`src/rtl/stri_pkg.sv`:
```
`timescale 1ns / 1ps
// ----------------------------------------------------------------------------
// stri_pkg: shared types and codes for the sorted table
// Request codes, status codes, field widths and the cell control bundle.
// ----------------------------------------------------------------------------
package stri_pkg;

    localparam int CAPACITY_DEF = 16;

    localparam int VALUE_W  = 32;
    localparam int INDEX_W  = 4;
    localparam int COUNT_W  = 5;
    localparam int LIMIT_W  = 5;
    localparam int ACTION_W = 2;
    localparam int STATUS_W = 2;

    localparam logic [LIMIT_W-1:0] LIMIT_RESET = 5'd16;

    localparam logic [ACTION_W-1:0] ACT_INSERT = 2'd0;
    localparam logic [ACTION_W-1:0] ACT_LOOKUP = 2'd1;
    localparam logic [ACTION_W-1:0] ACT_REMOVE = 2'd2;

    localparam logic [STATUS_W-1:0] ST_OK    = 2'd0;
    localparam logic [STATUS_W-1:0] ST_FULL  = 2'd1;
    localparam logic [STATUS_W-1:0] ST_RANGE = 2'd2;

    // Broadcast to every cell in the row for one beat.
    typedef struct packed {
        logic               do_ins;
        logic               do_rem;
        logic [VALUE_W-1:0] value;
    } t_cell_ctrl;

endpackage

```
`src/rtl/stri_cell.sv`:
```
`timescale 1ns / 1ps
// ----------------------------------------------------------------------------
// stri_cell: one slot of the sorted row
// Holds one entry; compares it with the insert value and shifts up or down.
// ----------------------------------------------------------------------------
module stri_cell (
    input  logic                          i_clk,
    input  stri_pkg::t_cell_ctrl          i_ctrl,
    input  logic                          i_in_use,
    input  logic                          i_shift_down,
    input  logic                          i_left_lt,
    input  logic [stri_pkg::VALUE_W-1:0]  i_left_entry,
    input  logic [stri_pkg::VALUE_W-1:0]  i_right_entry,
    output logic                          o_lt,
    output logic [stri_pkg::VALUE_W-1:0]  o_entry
);

    logic [stri_pkg::VALUE_W-1:0] r_entry;
    logic [stri_pkg::VALUE_W-1:0] n_entry;

    // Entry is below the insert value: the new value lands above this slot.
    assign o_lt    = i_in_use && (r_entry < i_ctrl.value);
    assign o_entry = r_entry;

    always_comb begin
        n_entry = r_entry;
        if (i_ctrl.do_ins && !o_lt) begin
            // first slot not below the value takes it, the rest move up
            n_entry = i_left_lt ? i_ctrl.value : i_left_entry;
        end else if (i_ctrl.do_rem && i_shift_down) begin
            n_entry = i_right_entry;
        end
    end

    always_ff @(posedge i_clk) begin
        r_entry <= n_entry;
    end

endmodule

```
`src/rtl/sorted_table_insert_remove_core.sv`:
```
`timescale 1ns / 1ps
// ----------------------------------------------------------------------------
// sorted_table_insert_remove_core: ascending table of 32-bit values
// Insert, lookup by index and remove by index over a row of shift cells.
// ----------------------------------------------------------------------------
// Usage
//   Request channel: drive i_action, i_value, i_index with start high; the
//   beat is taken at a rising edge where start is high and busy is low.
//   busy stays low, so one request is taken in every cycle.
//   Result channel: o_done pulses for one cycle, in the cycle after the request
//   edge, with o_read_value, o_count and o_status. The receiver cannot
//   stall; each result is on the ports for that one cycle only.
//   Throughput is 1 request per cycle: every cell in the row compares its
//   entry with the insert value in parallel and loads its own value, its
//   left neighbor, the new value or its right neighbor at the same edge, so
//   an insert or a remove finishes in a single step.
//   Configuration: i_cfg_we with i_cfg_wdata writes the capacity limit
//   (reset 16, saturated at CAPACITY); write it only while idle.
//   Reset (i_rst_n low, synchronous) empties the table and restores the
//   limit. Entry storage is not cleared; only slots below the count are read.
// ----------------------------------------------------------------------------
module sorted_table_insert_remove_core #(
    parameter int CAPACITY = stri_pkg::CAPACITY_DEF
) (
    input  logic                           i_clk,
    input  logic                           i_rst_n,
    input  logic                           start,
    output logic                           busy,
    input  logic [stri_pkg::ACTION_W-1:0]  i_action,
    input  logic [stri_pkg::VALUE_W-1:0]   i_value,
    input  logic [stri_pkg::INDEX_W-1:0]   i_index,
    input  logic                           i_cfg_we,
    input  logic [stri_pkg::LIMIT_W-1:0]   i_cfg_wdata,
    output logic                           o_done,
    output logic [stri_pkg::VALUE_W-1:0]   o_read_value,
    output logic [stri_pkg::COUNT_W-1:0]   o_count,
    output logic [stri_pkg::STATUS_W-1:0]  o_status
);

    localparam int CW   = $clog2(CAPACITY + 1);
    // common width for count / limit / index compares
    localparam int XW0  = (CW > stri_pkg::LIMIT_W) ? CW : stri_pkg::LIMIT_W;
    localparam int XW   = (XW0 > stri_pkg::INDEX_W) ? XW0 : stri_pkg::INDEX_W;
    // only the first slots are reachable through the index field
    localparam int LOOK = (CAPACITY < (1 << stri_pkg::INDEX_W)) ?
                          CAPACITY : (1 << stri_pkg::INDEX_W);
    localparam logic [XW-1:0] CAP_X = XW'(CAPACITY);

    logic                          r_done;
    logic [stri_pkg::VALUE_W-1:0]  r_read_value;
    logic [stri_pkg::STATUS_W-1:0] r_status;
    logic [CW-1:0]                 r_count;
    logic [stri_pkg::LIMIT_W-1:0]  r_limit;

    logic                          n_done;
    logic [stri_pkg::VALUE_W-1:0]  n_read_value;
    logic [stri_pkg::STATUS_W-1:0] n_status;
    logic [CW-1:0]                 n_count;

    logic                          accept;
    logic [XW-1:0]                 count_x;
    logic [XW-1:0]                 limit_x;
    logic [XW-1:0]                 index_x;
    logic                          full;
    logic                          idx_ok;
    logic [stri_pkg::VALUE_W-1:0]  lookup_data;
    stri_pkg::t_cell_ctrl          ctrl;

    logic [CAPACITY-1:0]           cell_lt;
    logic [stri_pkg::VALUE_W-1:0]  cell_entry [CAPACITY];

    // Never hold off requests: every one finishes in the cycle it is taken.
    assign busy   = 1'b0;
    assign accept = start && !busy;

    assign count_x = XW'(r_count);
    assign limit_x = XW'(r_limit);
    assign index_x = XW'(i_index);

    // Full at the register limit, or at the physical row length.
    assign full   = (count_x >= limit_x) || (count_x >= CAP_X);
    assign idx_ok = index_x < count_x;

    assign ctrl.do_ins = accept && (i_action == stri_pkg::ACT_INSERT) && !full;
    assign ctrl.do_rem = accept && (i_action == stri_pkg::ACT_REMOVE) && idx_ok;
    assign ctrl.value  = i_value;

    // Read port over the slots that an index can name.
    always_comb begin
        lookup_data = '0;
        for (int j = 0; j < LOOK; j++) begin
            if (i_index == stri_pkg::INDEX_W'(j)) begin
                lookup_data = cell_entry[j];
            end
        end
    end

    // Row of cells; slot 0 holds the smallest entry.
    for (genvar k = 0; k < CAPACITY; k++) begin : g_cell
        logic                         left_lt;
        logic [stri_pkg::VALUE_W-1:0] left_entry;
        logic [stri_pkg::VALUE_W-1:0] right_entry;

        if (k == 0) begin : g_first
            assign left_lt    = 1'b1;
            assign left_entry = i_value;
        end else begin : g_mid
            assign left_lt    = cell_lt[k-1];
            assign left_entry = cell_entry[k-1];
        end

        if (k == CAPACITY - 1) begin : g_last
            assign right_entry = cell_entry[k];
        end else begin : g_inner
            assign right_entry = cell_entry[k+1];
        end

        stri_cell u_cell (
            .i_clk         (i_clk),
            .i_ctrl        (ctrl),
            .i_in_use      (k < int'(r_count)),
            .i_shift_down  (k >= int'(i_index)),
            .i_left_lt     (left_lt),
            .i_left_entry  (left_entry),
            .i_right_entry (right_entry),
            .o_lt          (cell_lt[k]),
            .o_entry       (cell_entry[k])
        );
    end

    // Result and count for this beat.
    always_comb begin
        n_done       = accept;
        n_read_value = '0;
        n_status     = stri_pkg::ST_OK;
        n_count      = r_count;
        if (accept) begin
            unique case (i_action)
                stri_pkg::ACT_INSERT: begin
                    if (full) begin
                        n_status = stri_pkg::ST_FULL;
                    end else begin
                        n_count = r_count + CW'(1);
                    end
                end
                stri_pkg::ACT_LOOKUP: begin
                    if (idx_ok) begin
                        n_read_value = lookup_data;
                    end else begin
                        n_status = stri_pkg::ST_RANGE;
                    end
                end
                stri_pkg::ACT_REMOVE: begin
                    if (idx_ok) begin
                        n_count = r_count - CW'(1);
                    end else begin
                        n_status = stri_pkg::ST_RANGE;
                    end
                end
                default: begin
                    // unused code: drop the request, report ok
                end
            endcase
        end
    end

    always_ff @(posedge i_clk) begin
        if (!i_rst_n) begin
            r_done  <= 1'b0;
            r_count <= '0;
            r_limit <= stri_pkg::LIMIT_RESET;
        end else begin
            r_done  <= n_done;
            r_count <= n_count;
            if (i_cfg_we) begin
                r_limit <= i_cfg_wdata;
            end
        end
    end

    always_ff @(posedge i_clk) begin
        r_read_value <= n_read_value;
        r_status     <= n_status;
    end

    logic [XW-1:0] count_out;
    assign count_out    = XW'(r_count);
    assign o_done       = r_done;
    assign o_read_value = r_read_value;
    assign o_status     = r_status;
    assign o_count      = count_out[stri_pkg::COUNT_W-1:0];

endmodule

```
`config.mk`:
```
export PLATFORM = sky130hd
export DESIGN_NAME = sorted_table_insert_remove_core
export DESIGN_NICKNAME = d
export VERILOG_FILES = /design/src/rtl/stri_pkg.sv /design/src/rtl/stri_cell.sv /design/src/rtl/sorted_table_insert_remove_core.sv
export SDC_FILE = /design/constraint.sdc
export NUM_CORES = 2
export LEC_CHECK = 0
export BUFFER_PORTS_ARGS = -buffer_cell sky130_fd_sc_hd__buf_2
export CORE_MARGIN = 2
export CORE_UTILIZATION = 50
export CTS_BUF_LIST = sky130_fd_sc_hd__clkbuf_16
export DETAILED_ROUTE_END_ITERATION = 6
export PLACE_DENSITY_LB_ADDON = 0.3
export SYNTH_ARGS = -nofsm -noshare
export SYNTH_HDL_FRONTEND = slang
export SYNTH_SLANG_ARGS = --single-unit
export TNS_END_PERCENT = 5
```
`constraint.sdc`:
```
create_clock -name i_clk -period 14.83 [get_ports i_clk]
set_input_delay 0.7415 -clock i_clk [delete_from_list [all_inputs] [get_ports i_clk]]
set_output_delay 0.7415 -clock i_clk [all_outputs]
set_load 0.02 [all_outputs]
```
==> run summary <==
final core occ = 54.8%
dpl cell area = 43400 sq um
Total Power = 4.45 mW
worst-path maximum fanout = 33
skew final = 0.0251 ns
Fmax achieved = 191 MHz
syn nets = 4624
sequential area share after synthesis = 38.9%
synthesized instance count = 4097
CP max stage cell = and2_2
Required @ worst endpoint = 15.06 ns
initial DRC count = 4459
hold_buf cts = 0
Netlist cell types = 75
CP peak stage delay = 0.92 ns
Worst Hold End = limit_x[2]$_SDFFE_PN0P_
Initial Utilization = 50.3%
Die Area = 85900 sq um
worst slack, placed = 9.14 ns
Hold Crit Start = i_cfg_wdata[2]
routing usage on met1 = 45.8%
CTS tree = built
HPWL after DPL = 104 mm
Final min period = 5.24 ns
Synth top area share = 36.8%
top post-synthesis cells by area = edfxtp_1 (37%), ha_1 (14%), mux2i_1 (9.5%)
Setup CP Type = primary input to flop
I/O pin count = 88
most common library cells after synthesis = edfxtp_1 (512), ha_1 (480), mux2i_1 (395)
Post-CTS Setup Bufs = 0
CTS clock-pin slew for the worst setup and hold paths = 0.06 ns
Pre-antenna DRT Iters = 6
yosys warns = 0
RSZ-0062 raised after global routing = false
Relative slew margins = 4.53%
Clock Latency Late Sink = 0.63 ns
synthesized flop and latch total = 557
RePlAce Congestion = 0.954
RR Endpoint = g_cell[10].u_cell.o_entry[1]$_DFFE_PP_
Switching Power = 1.35 mW
setup_tns = 0 ns
Final Cycle Share = 35.4%
non-filler cells, final = 5227
total wire length = 147 mm
clock buffer depth = 3
DR vias = 35100
critical path arrival = 5.47 ns
reg2reg setup slack = 9.81 ns
CP endpoint kind = flop
most numerous cell in the Yosys netlist = edfxtp_1
I/O Buffers = 86
Clk pwr share = 37.9%
Filler cells = 7377
Final Setup Violations = 0
status = complete, no violations
Worst R2R Start = o_count[0]$_SDFFE_PN0P_
Wirelength per Cell = 28.1 um
final hold violation count = 0
Slew Limit Fails = 0
DRC Markers = 0
Leak = 18.3 nW
cts bufs inserted = 68
maximum vdd drop = 99.6 uV
synthesis-to-finish area growth = 9.01%
layout cells sized above 1 = 12.9%
DIE HEIGHT = 293 um
GRT Total Usage = 33.6%
FFs w/ async S/R, synth = 0%
number of synthesized flops with an enable pin = 512
largest net degree at the start of global routing = 77
Cells after DPL = 5095
Slew @ Worst Pin = 1.43 ns
H-tree depth = 3
Nets = 4612
first-pass GRT wire length = 218 mm
Sequential Power Share = 42.8%
synthesized area per cell = 10.2 sq um
Pint = 3.10 mW
grt ovf = 0
Gate power share = 19.2%
vias in the first global route = 33800
met3 Resource Use GR = 6.39%
fin area = 45600 sq um
startpoint types = primary input
Core ar. = 83200 sq um
Mapped Area = 41800 sq um
worst hold-check path type = primary input to flop
initial antenna violation count = 9
PnR worst setup slack = 9.59 ns
most frequent CP cell = buf_4
final hold slack = 0.363 ns
root buf cell = clkbuf_16
Power Density = 97.7 nW/um^2
CP Buf/Inv Count = 4
CP top delay family = simple AND/OR/NAND/NOR gates
MaxCap Viol Count = 0
switching share of power = 30.4%
row cnt = 106
CTS sink cnt = 557
Vias per Instance = 6.72
crit path cell chain = buf_2 > inv_1 > buf_4 > ha_1 > and4_1 > nand2_1 > nor3_1 > o2111a_1 > a221o_2 > buf_4 > and2_2 > o21bai_4
Yosys top cell by area = edfxtp_1
prevailing post-synth register cell = edfxtp_1
global routing's busiest layer = met2
worst hold stages = 3
Final ANT Viol Nets = 0
die width = 293 um
GRT met2 Usage = 51.4%
PostCTS Resize Cnt = 0
worst r2r path cells = 14
-- power groups by stage --
stage	Sequential [mW]	Clock, mW	Combinational [mW]
after global routing	1.91	1.75	0.927
after floorplan	1.90	0	0.569
final	1.91	1.69	0.857
after CTS	1.90	1.70	0.834
after global placement	1.94	0	0.807
after detailed placement	1.94	0	0.828
-- cell usage in the layout, fill, tap and decap left out, types with 57 or more instances in the layout --
master and n:
nor2_1 361, buf_2 83, clkbuf_16 72, nand3_1 62, buf_4 89, edfxtp_1 512
o21ai_0 335, a21oi_1 372, nand2_1 338, mux2i_1 395, inv_1 79, mux2_2 175
ha_1 480, a21o_1 57
-- worst reg2reg max path, stage by stage, from the launching register on --
cell and delay [ns]:
dfxtp_1 0.62, inv_1 0.13, ha_1 0.30, nand2b_1 0.14, a21o_1 0.18, a21o_1 0.17
a21oi_1 0.23, o2111ai_2 0.13, buf_4 0.27, inv_2 0.30, buf_4 0.61, and2_1 0.26
buf_4 0.45, a41o_1 0.40, buf_4 0.44
-- metal layers --
metal  wire, um  vias to the layer above
met5         80                        -
met3      15200                      405
met1      58900                    17100
met4       7830                       14
li1           -                    15700
met2      64700                     1964
-- cells by family after synthesis --
kind of cell	share of synthesized area, %
multiplexers	16.3
other	0.00897
adder cells (fa/ha/maj)	14.4
buffers and inverters	3.37
XOR/XNOR	0.0419
flip-flops	38.9
AND/OR/NAND/NOR	10.5
AO/OA/AOI/OAI	16.5
-- worst max path at each step --
stage                      from                                     end  slack [ns]  cells past startpoint
floorplan            i_index[0]   g_cell[2].u_cell.o_entry[0]$_DFFE_PP_        9.47                     11
global placement    i_value[30]   g_cell[0].u_cell.o_entry[0]$_DFFE_PP_        9.16                     12
detailed placement  i_value[30]   g_cell[0].u_cell.o_entry[1]$_DFFE_PP_        9.14                     12
CTS                 i_value[30]  g_cell[0].u_cell.o_entry[17]$_DFFE_PP_        9.78                     12
global route        i_value[30]  g_cell[0].u_cell.o_entry[17]$_DFFE_PP_        9.57                     12
finish              i_value[30]   g_cell[0].u_cell.o_entry[9]$_DFFE_PP_        9.59                     12
-- state kept, by name, indices dropped and copies added (netlist names) --
register / cells
limit_x: 5
o_done: 1
o_status: 2
o_count: 5
g_cell.u_cell.o_entry: 512
o_read_value: 32
-- final cells by class --
| cell class | count | area [sq um] | share of cell area (%) |
|---|---|---|---|
| diodes | 6 | 15.0 | 0.0330 |
| clock buffers | 72 | 1800 | 3.96 |
| flip-flops and latches | 557 | 16300 | 35.7 |
| well taps | 1080 | 1350 | 2.97 |
| multi-input cells | 3223 | 24400 | 53.5 |
| repair buffers | 175 | 1120 | 2.47 |
| clock inverters | 54 | 380 | 0.835 |
| inverters | 60 | 225 | 0.494 |
(Power assumes the default switching activity.)
